--- config.mk ---
export PLATFORM = sky130hd
export DESIGN_NAME = image_rotate_quarter_turns_top
export DESIGN_NICKNAME = d
export VERILOG_FILES = /design/src/design/irqt_pkg.sv /design/src/design/irqt_ram.sv /design/src/design/image_rotate_quarter_turns_top.sv
export VERILOG_INCLUDE_DIRS = /design/src /design/src/design
export SDC_FILE = /design/constraint.sdc
export NUM_CORES = 2
export LEC_CHECK = 0
export ABC_AREA = 1
export BUFFER_PORTS_ARGS = -buffer_cell sky130_fd_sc_hd__buf_2
export CORE_ASPECT_RATIO = 0.6
export CORE_MARGIN = 2
export CORE_UTILIZATION = 53
export CTS_BUF_LIST = sky130_fd_sc_hd__clkbuf_4
export DETAILED_ROUTE_END_ITERATION = 8
export PLACE_DENSITY = 0.68
export RECOVER_POWER = 100
export SLEW_MARGIN = 10
export SYNTH_ARGS = -nofsm -noshare
export SYNTH_HDL_FRONTEND = slang
export SYNTH_SLANG_ARGS = --single-unit
--- constraint.sdc ---
create_clock -name clk -period 4.9 [get_ports clk]
set_input_delay 0.735 -clock clk [delete_from_list [all_inputs] [get_ports clk]]
set_output_delay 0.735 -clock clk [all_outputs]
set_load 0.05 [all_outputs]
--- src/design/image_rotate_quarter_turns_top_defines.svh ---
// ---------------------------------------------------------------------------
// image rotate quarter turns: assertion macros
// shared concurrent assertion forms, clocked on clk and off during reset
// ---------------------------------------------------------------------------
`ifndef IMAGE_ROTATE_QUARTER_TURNS_TOP_DEFINES_SVH
`define IMAGE_ROTATE_QUARTER_TURNS_TOP_DEFINES_SVH

// same-cycle implication
`define IRQT_ASSERT_NOW(label, ante, cons) \
	label: assert property (@(posedge clk) disable iff (!arst_n) (ante) |-> (cons)) \
		else $error("irqt assertion failed");

// next-cycle implication
`define IRQT_ASSERT_NEXT(label, ante, cons) \
	label: assert property (@(posedge clk) disable iff (!arst_n) (ante) |=> (cons)) \
		else $error("irqt assertion failed");

`endif

--- src/design/irqt_pkg.sv ---
// ---------------------------------------------------------------------------
// irqt_pkg
// constants and codes shared by the quarter-turn image rotator
// ---------------------------------------------------------------------------
package irqt_pkg;

	localparam int MAX_DIM_DEF    = 16;
	localparam int PIXEL_BITS_DEF = 8;

	// fixed field widths
	localparam int DIM_BITS  = 5;
	localparam int ROT_BITS  = 2;
	localparam int PIX_BITS  = 8;
	localparam int CFG_BITS  = 5;
	localparam int IDX_BITS  = 2;

	localparam logic [DIM_BITS-1:0] DIM_RESET = DIM_BITS'(16);

	typedef enum logic [IDX_BITS-1:0] {
		REG_IMAGE_WIDTH  = 2'd0,
		REG_IMAGE_HEIGHT = 2'd1,
		REG_ROTATION     = 2'd2
	} cfg_reg_t;

	typedef enum logic [ROT_BITS-1:0] {
		ROT_0   = 2'd0,
		ROT_90  = 2'd1,
		ROT_180 = 2'd2,
		ROT_270 = 2'd3
	} rot_t;

	typedef enum logic {
		OP_LOAD = 1'b0,
		OP_EMIT = 1'b1
	} opcode_t;

endpackage

--- src/design/irqt_ram.sv ---
// ---------------------------------------------------------------------------
// irqt_ram
// simple dual-port ram, one write and one registered read per cycle
// ---------------------------------------------------------------------------
module irqt_ram #(
	parameter int WIDTH = 8,
	parameter int DEPTH = 256
) (
	input  logic                     clk,
	input  logic                     we,
	input  logic [$clog2(DEPTH)-1:0] waddr,
	input  logic [WIDTH-1:0]         wdata,
	input  logic                     re,
	input  logic [$clog2(DEPTH)-1:0] raddr,
	output logic [WIDTH-1:0]         rdata
);

	logic [WIDTH-1:0] mem_q [DEPTH];

	always_ff @(posedge clk) begin
		if (we) begin
			mem_q[waddr] <= wdata;
		end
		if (re) begin
			rdata <= mem_q[raddr];
		end
	end

endmodule

--- src/design/image_rotate_quarter_turns_top.sv ---
// ---------------------------------------------------------------------------
// image_rotate_quarter_turns_top
// frame store that loads a raster image and plays it back turned by 0..270 deg
// ---------------------------------------------------------------------------
// usage:
//   s_axis carries requests: tuser is the opcode (load or emit), tdata the pixel.
//   a load writes the next raster pixel into the frame store and gives no result.
//   an emit gives one result on m_axis: tdata the pixel, tuser the end-of-row
//   mark, tlast the end-of-frame mark, in raster order of the turned image.
//   the cfg port writes width, height and rotation; any write to a listed
//   register restarts both the load and the emit position at zero.
// pipeline and throughput:
//   one request per cycle while s_axis_tready is high; an emit passes through
//   the frame store read stage and then the output register to reach m_axis.
//   the rate is set by the single read and single write port of the store.
// reset: positions return to zero, size to 16 by 16, rotation to zero; the
//   store contents are not cleared and no clearing pass runs.
// stall: when m_axis is held, the read stage and output register fill and
//   s_axis_tready drops; nothing is lost or repeated.
// ---------------------------------------------------------------------------
`include "image_rotate_quarter_turns_top_defines.svh"

module image_rotate_quarter_turns_top #(
	parameter int MAX_DIM    = irqt_pkg::MAX_DIM_DEF,
	parameter int PIXEL_BITS = irqt_pkg::PIXEL_BITS_DEF
) (
	input  logic                          clk,
	input  logic                          arst_n,
	input  logic                          cfg_we,
	input  logic [irqt_pkg::IDX_BITS-1:0] cfg_index,
	input  logic [irqt_pkg::CFG_BITS-1:0] cfg_wdata,
	input  logic                          s_axis_tvalid,
	output logic                          s_axis_tready,
	input  logic [irqt_pkg::PIX_BITS-1:0] s_axis_tdata,  // [7:0] pixel_in
	input  logic                          s_axis_tuser,  // [0] opcode
	output logic                          m_axis_tvalid,
	input  logic                          m_axis_tready,
	output logic [irqt_pkg::PIX_BITS-1:0] m_axis_tdata,  // [7:0] pixel_out
	output logic                          m_axis_tuser,  // [0] row_end
	output logic                          m_axis_tlast   // frame_end
);

	localparam int CW          = $clog2(MAX_DIM);
	localparam int DEPTH       = MAX_DIM * MAX_DIM;
	localparam int AW          = $clog2(DEPTH);
	localparam int STORE_BITS  = (PIXEL_BITS < irqt_pkg::PIX_BITS) ?
		PIXEL_BITS : irqt_pkg::PIX_BITS;

	logic [irqt_pkg::DIM_BITS-1:0] width_q, height_q;
	irqt_pkg::rot_t                rot_q;
	logic [CW-1:0]                 load_row_q, load_col_q, emit_row_q, emit_col_q;

	logic [irqt_pkg::DIM_BITS-1:0] w_eff, h_eff, out_w, out_h;
	logic                          req_acc, load_acc, emit_acc, cfg_hit;
	logic                          load_col_end, load_row_end, rend, fend;
	logic [CW-1:0]                 src_row, src_col;
	logic [AW-1:0]                 waddr, raddr;
	logic [STORE_BITS-1:0]         rdata;

	logic                          valid_s1, rend_s1, fend_s1, s1_move;
	logic                          out_valid_q;
	logic [irqt_pkg::PIX_BITS-1:0] pix_q;
	logic                          rend_q, fend_q;

	function automatic logic [irqt_pkg::DIM_BITS-1:0] eff_dim(
		input logic [irqt_pkg::DIM_BITS-1:0] v
	);
		logic [irqt_pkg::DIM_BITS-1:0] r;
		r = v;
		if (v == '0) begin
			r = irqt_pkg::DIM_BITS'(1);
		end else if (32'(v) > MAX_DIM) begin
			r = irqt_pkg::DIM_BITS'(MAX_DIM);
		end
		return r;
	endfunction

	assign w_eff = eff_dim(width_q);
	assign h_eff = eff_dim(height_q);
	assign out_w = rot_q[0] ? h_eff : w_eff;
	assign out_h = rot_q[0] ? w_eff : h_eff;

	// handshake
	assign s1_move       = !out_valid_q || m_axis_tready;
	assign s_axis_tready = !valid_s1 || s1_move;
	assign req_acc       = s_axis_tvalid && s_axis_tready;
	assign load_acc      = req_acc && (s_axis_tuser == irqt_pkg::OP_LOAD);
	assign emit_acc      = req_acc && (s_axis_tuser == irqt_pkg::OP_EMIT);
	assign cfg_hit       = cfg_we && ((cfg_index == irqt_pkg::REG_IMAGE_WIDTH) ||
		(cfg_index == irqt_pkg::REG_IMAGE_HEIGHT) || (cfg_index == irqt_pkg::REG_ROTATION));

	// position wrap
	assign load_col_end = (32'(load_col_q) + 32'd1) >= 32'(w_eff);
	assign load_row_end = (32'(load_row_q) + 32'd1) >= 32'(h_eff);
	assign rend         = (32'(emit_col_q) + 32'd1) >= 32'(out_w);
	assign fend         = rend && ((32'(emit_row_q) + 32'd1) >= 32'(out_h));

	// source pixel of the turned image
	always_comb begin
		unique case (rot_q)
			irqt_pkg::ROT_90: begin
				src_row = CW'(32'(h_eff) - 32'd1 - 32'(emit_col_q));
				src_col = emit_row_q;
			end
			irqt_pkg::ROT_180: begin
				src_row = CW'(32'(h_eff) - 32'd1 - 32'(emit_row_q));
				src_col = CW'(32'(w_eff) - 32'd1 - 32'(emit_col_q));
			end
			irqt_pkg::ROT_270: begin
				src_row = emit_col_q;
				src_col = CW'(32'(w_eff) - 32'd1 - 32'(emit_row_q));
			end
			default: begin
				src_row = emit_row_q;
				src_col = emit_col_q;
			end
		endcase
	end

	assign waddr = AW'(AW'(load_row_q) * AW'(MAX_DIM) + AW'(load_col_q));
	assign raddr = AW'(AW'(src_row) * AW'(MAX_DIM) + AW'(src_col));

	irqt_ram #(
		.WIDTH (STORE_BITS),
		.DEPTH (DEPTH)
	) u_store (
		.clk   (clk),
		.we    (load_acc),
		.waddr (waddr),
		.wdata (s_axis_tdata[STORE_BITS-1:0]),
		.re    (emit_acc),
		.raddr (raddr),
		.rdata (rdata)
	);

	// registers and positions
	always_ff @(posedge clk or negedge arst_n) begin
		if (!arst_n) begin
			width_q    <= irqt_pkg::DIM_RESET;
			height_q   <= irqt_pkg::DIM_RESET;
			rot_q      <= irqt_pkg::ROT_0;
			load_row_q <= '0;
			load_col_q <= '0;
			emit_row_q <= '0;
			emit_col_q <= '0;
		end else if (cfg_hit) begin
			unique case (cfg_index)
				irqt_pkg::REG_IMAGE_WIDTH:  width_q  <= cfg_wdata;
				irqt_pkg::REG_IMAGE_HEIGHT: height_q <= cfg_wdata;
				default: rot_q <= irqt_pkg::rot_t'(cfg_wdata[irqt_pkg::ROT_BITS-1:0]);
			endcase
			load_row_q <= '0;
			load_col_q <= '0;
			emit_row_q <= '0;
			emit_col_q <= '0;
		end else begin
			if (load_acc) begin
				if (load_col_end) begin
					load_col_q <= '0;
					load_row_q <= load_row_end ? '0 : load_row_q + CW'(1);
				end else begin
					load_col_q <= load_col_q + CW'(1);
				end
			end
			if (emit_acc) begin
				if (rend) begin
					emit_col_q <= '0;
					emit_row_q <= fend ? '0 : emit_row_q + CW'(1);
				end else begin
					emit_col_q <= emit_col_q + CW'(1);
				end
			end
		end
	end

	// read stage and output register
	always_ff @(posedge clk or negedge arst_n) begin
		if (!arst_n) begin
			valid_s1    <= 1'b0;
			out_valid_q <= 1'b0;
		end else begin
			if (emit_acc) begin
				valid_s1 <= 1'b1;
			end else if (s1_move) begin
				valid_s1 <= 1'b0;
			end
			if (s1_move) begin
				out_valid_q <= valid_s1;
			end
		end
	end

	always_ff @(posedge clk) begin
		if (emit_acc) begin
			rend_s1 <= rend;
			fend_s1 <= fend;
		end
		if (s1_move && valid_s1) begin
			pix_q  <= irqt_pkg::PIX_BITS'(rdata);
			rend_q <= rend_s1;
			fend_q <= fend_s1;
		end
	end

	assign m_axis_tvalid = out_valid_q;
	assign m_axis_tdata  = pix_q;
	assign m_axis_tuser  = rend_q;
	assign m_axis_tlast  = fend_q;

	// checks
	`IRQT_ASSERT_NOW(a_frame_end_ends_row, m_axis_tvalid && m_axis_tlast, m_axis_tuser)
	`IRQT_ASSERT_NOW(a_emit_pos_in_frame, 1'b1,
		(32'(emit_col_q) < 32'(out_w)) && (32'(emit_row_q) < 32'(out_h)))
	`IRQT_ASSERT_NEXT(a_read_stage_holds, valid_s1 && !s1_move && !cfg_we, valid_s1)

endmodule

==> qor.csv <==
metric;value;unit
grt_pass1_wl;403;mm
setup_viol;0;
portBuffers;32;
post-route-period-util;97.3;%
crit_type;in -> reg;
ios;33;
yosysUniqueCellTypes;40;
post_cts_buffers;0;
synth_top_cell_area_share;66.6;%
final_cells;11500;
fin_skew;0.0941;ns
synth_edf_count;2068;
maxCapViolCount;27;
drt_wl_total;273;mm
setup_tns;0;ns
nets;8870;
grt.total_usage;30.1;%
critPathMaxFanout;65;
vdd_drop_max;0.000380;V
power.leakage;0.0408;uW
final_max_slew_viol_count;1417;
path_clk_slew;0.07;ns
regArea;62900;um^2
clock_latency;1.25;ns
syn2layout_area_growth;9.38;%
vias;66000;
fp.dieW;546;um
synth_ff_type;edfxtp_1;
start_util;53.3;%
synth_area;93300;um^2
postLayoutCellArea;102000;um^2
cts_tree;done;
dp.cells;10700;
grt_pass1_vias;62300;
relSlewSlack;-222;%
ys_seq_elements;2098;
arrival;5.61;ns
violations;max-capacitance violations, max-slew violations;
drt_iter0_markers;10300;
power-per-cell-area;494;nW/um^2
gp_congestion;0.927;
period_needed;4.77;ns
status;finished with violations;
route.detailed.drc;0;
synth-warning-count;0;
yosysSeqAreaShare;67.4;%
syn_nets;8694;
crit_required;5.74;ns
vias_per_cell;5.73;
drt_pass1_iterations;8;
p_total;50400;uW
final_common_cell;edfxtp_1;
globalRoute.totalOverflow;0;
avgSynthCellArea;10.8;um^2
num_rows;119;
dieHeight;329;um
coreArea;175000;um^2
rsz0062_at_grt;false;
postPlaceCellArea;96100;um^2
grt_max_degree;165;
critPathLaunchType;primary input;
place_hpwl;161;mm
fill_cells;14700;
ys_top_cells_by_area;edfxtp_1 67%, nand2_1 8.3%, nand3_1 8.2%, inv_1 5.0%, nand3b_1 3.1%;
ant_nets;0;
clock_path_buffers;4;
wl_per_cell;23.7;um
antenna_found_initial;11;
clock.fmax;0.210;GHz
hp-class;in -> reg;
hold_viol_final;0;
end_kind;flop;
htree_levels;5;
numCtsBuffers;475;
synth_top_cell_by_area;edfxtp_1;
drive_above_1_share;10.3;%
final_cell_mix;2068 x edfxtp_1, 2063 x nand2_1, 1508 x nand3_1;
cts_num_sinks;2098;
cts_root_buf;clkbuf_4;
die_area;179000;um^2
synthCells;8625;
tightest_slew;4.83;ns
synthArstFlopShare;1.43;%
multiInputGateArea;23200;um^2
utilization;58.3;%
[layout make-up]
type	instances	share of cell area (%)
Multi-Input combinational cell	4739	22.7
Antenna cell	1	0.00245
Inverter	1249	4.62
Timing Repair Buffer	238	2.32
Clock buffer	699	5.14
Tap cell	2359	2.89
Sequential cell	2098	61.6
Clock inverter	127	0.656
[power breakdown]
part           internal [uW]  switching, uW
Sequential             19900            108
Clock                   6800           6960
Combinational           4470          12200
Total                  31200          19300
[per-layer routing]
metal	vias to the layer above	track usage [%]	wire length [um]
li1	29900	-	-
met1	31500	45.4	114000
met2	4165	40.4	109000
met3	420	11.4	43000
met4	6	7.91	5930
met5	-	0	34
[flip-flops by register name, indices dropped and copies added, names as in the netlist, 5 cells and up]
signal and flops:
u_store.mem_q 2048, m_axis_tdata 8, u_store.rdata 8, height_q 5, width_q 5
[stage by stage]
step                hold slack [ns]  setup slack [ns]
global placement              0.404             0.230
finish                        0.305             0.133
global route                  0.263            0.0181
detailed placement            0.407             0.303
CTS                          0.0135             0.272
floorplan                     0.400              1.44
[worst paths after layout]
check                                            start                         endpoint  slack, ns  cells past startpoint
worst max-delay path                   s_axis_tdata[0]  u_store.mem_q[246][0]$_DFFE_PP_       0.13                      3
worst min-delay path                      cfg_wdata[4]          height_q[4]$_DFFE_PN1P_       0.31                      4
worst max register to register  width_q[1]$_DFFE_PN0P_       u_store.rdata[0]$_DFFE_PP_       0.20                     24
worst min register to register       rend_s1$_DFFE_PP_           m_axis_tuser$_DFFE_PP_       0.44                      0
max in group asynchronous                       arst_n        emit_col_q[0]$_DFFE_PN0P_       2.21                      4
min in group asynchronous                       arst_n        emit_col_q[3]$_DFFE_PN0P_       0.85                      3
[critical path, cell delays in order]
cell and delay (ns):
dlygate4sd3_1 0.52, clkbuf_1 2.91, clkbuf_2 1.30
[cell families (layout without fill, tap and decap cells)]
family | after synthesis | in the layout | share of synthesized area, %
simple gates | 4287 | 4287 | 21.0
flops | 2098 | 2098 | 67.4
compound gates | 392 | 392 | 2.93
buf+inv | 1788 | 2313 | 7.93
xor+xnor | 12 | 12 | 0.113
fa+ha+maj | 48 | 48 | 0.676
other cells | 0 | 1 | 0
[synth_stat cells, types with 11 or more instances]
cell         n
a21oi_1     14
buf_1       25
buf_2      286
buf_4       64
clkbuf_1   154
dfrtp_1     28
edfxtp_1  2068
ha_1        44
inv_1     1240
nand2_1   2071
nand3_1   1521
nand3b_1   386
nand4_1     15
nor2_1     277
o211ai_1   280
o21ai_0     69
o22ai_1     11
[what timing repair did]
action | 4_1_cts | 5_1_grt
resized for setup | 0 | 6
endpoints found under the setup margin | 0 | 4
endpoints found under the hold margin | 259 | 0
hold buffers | 23 | 0
Note: power is estimated with default switching activity, not from simulation.
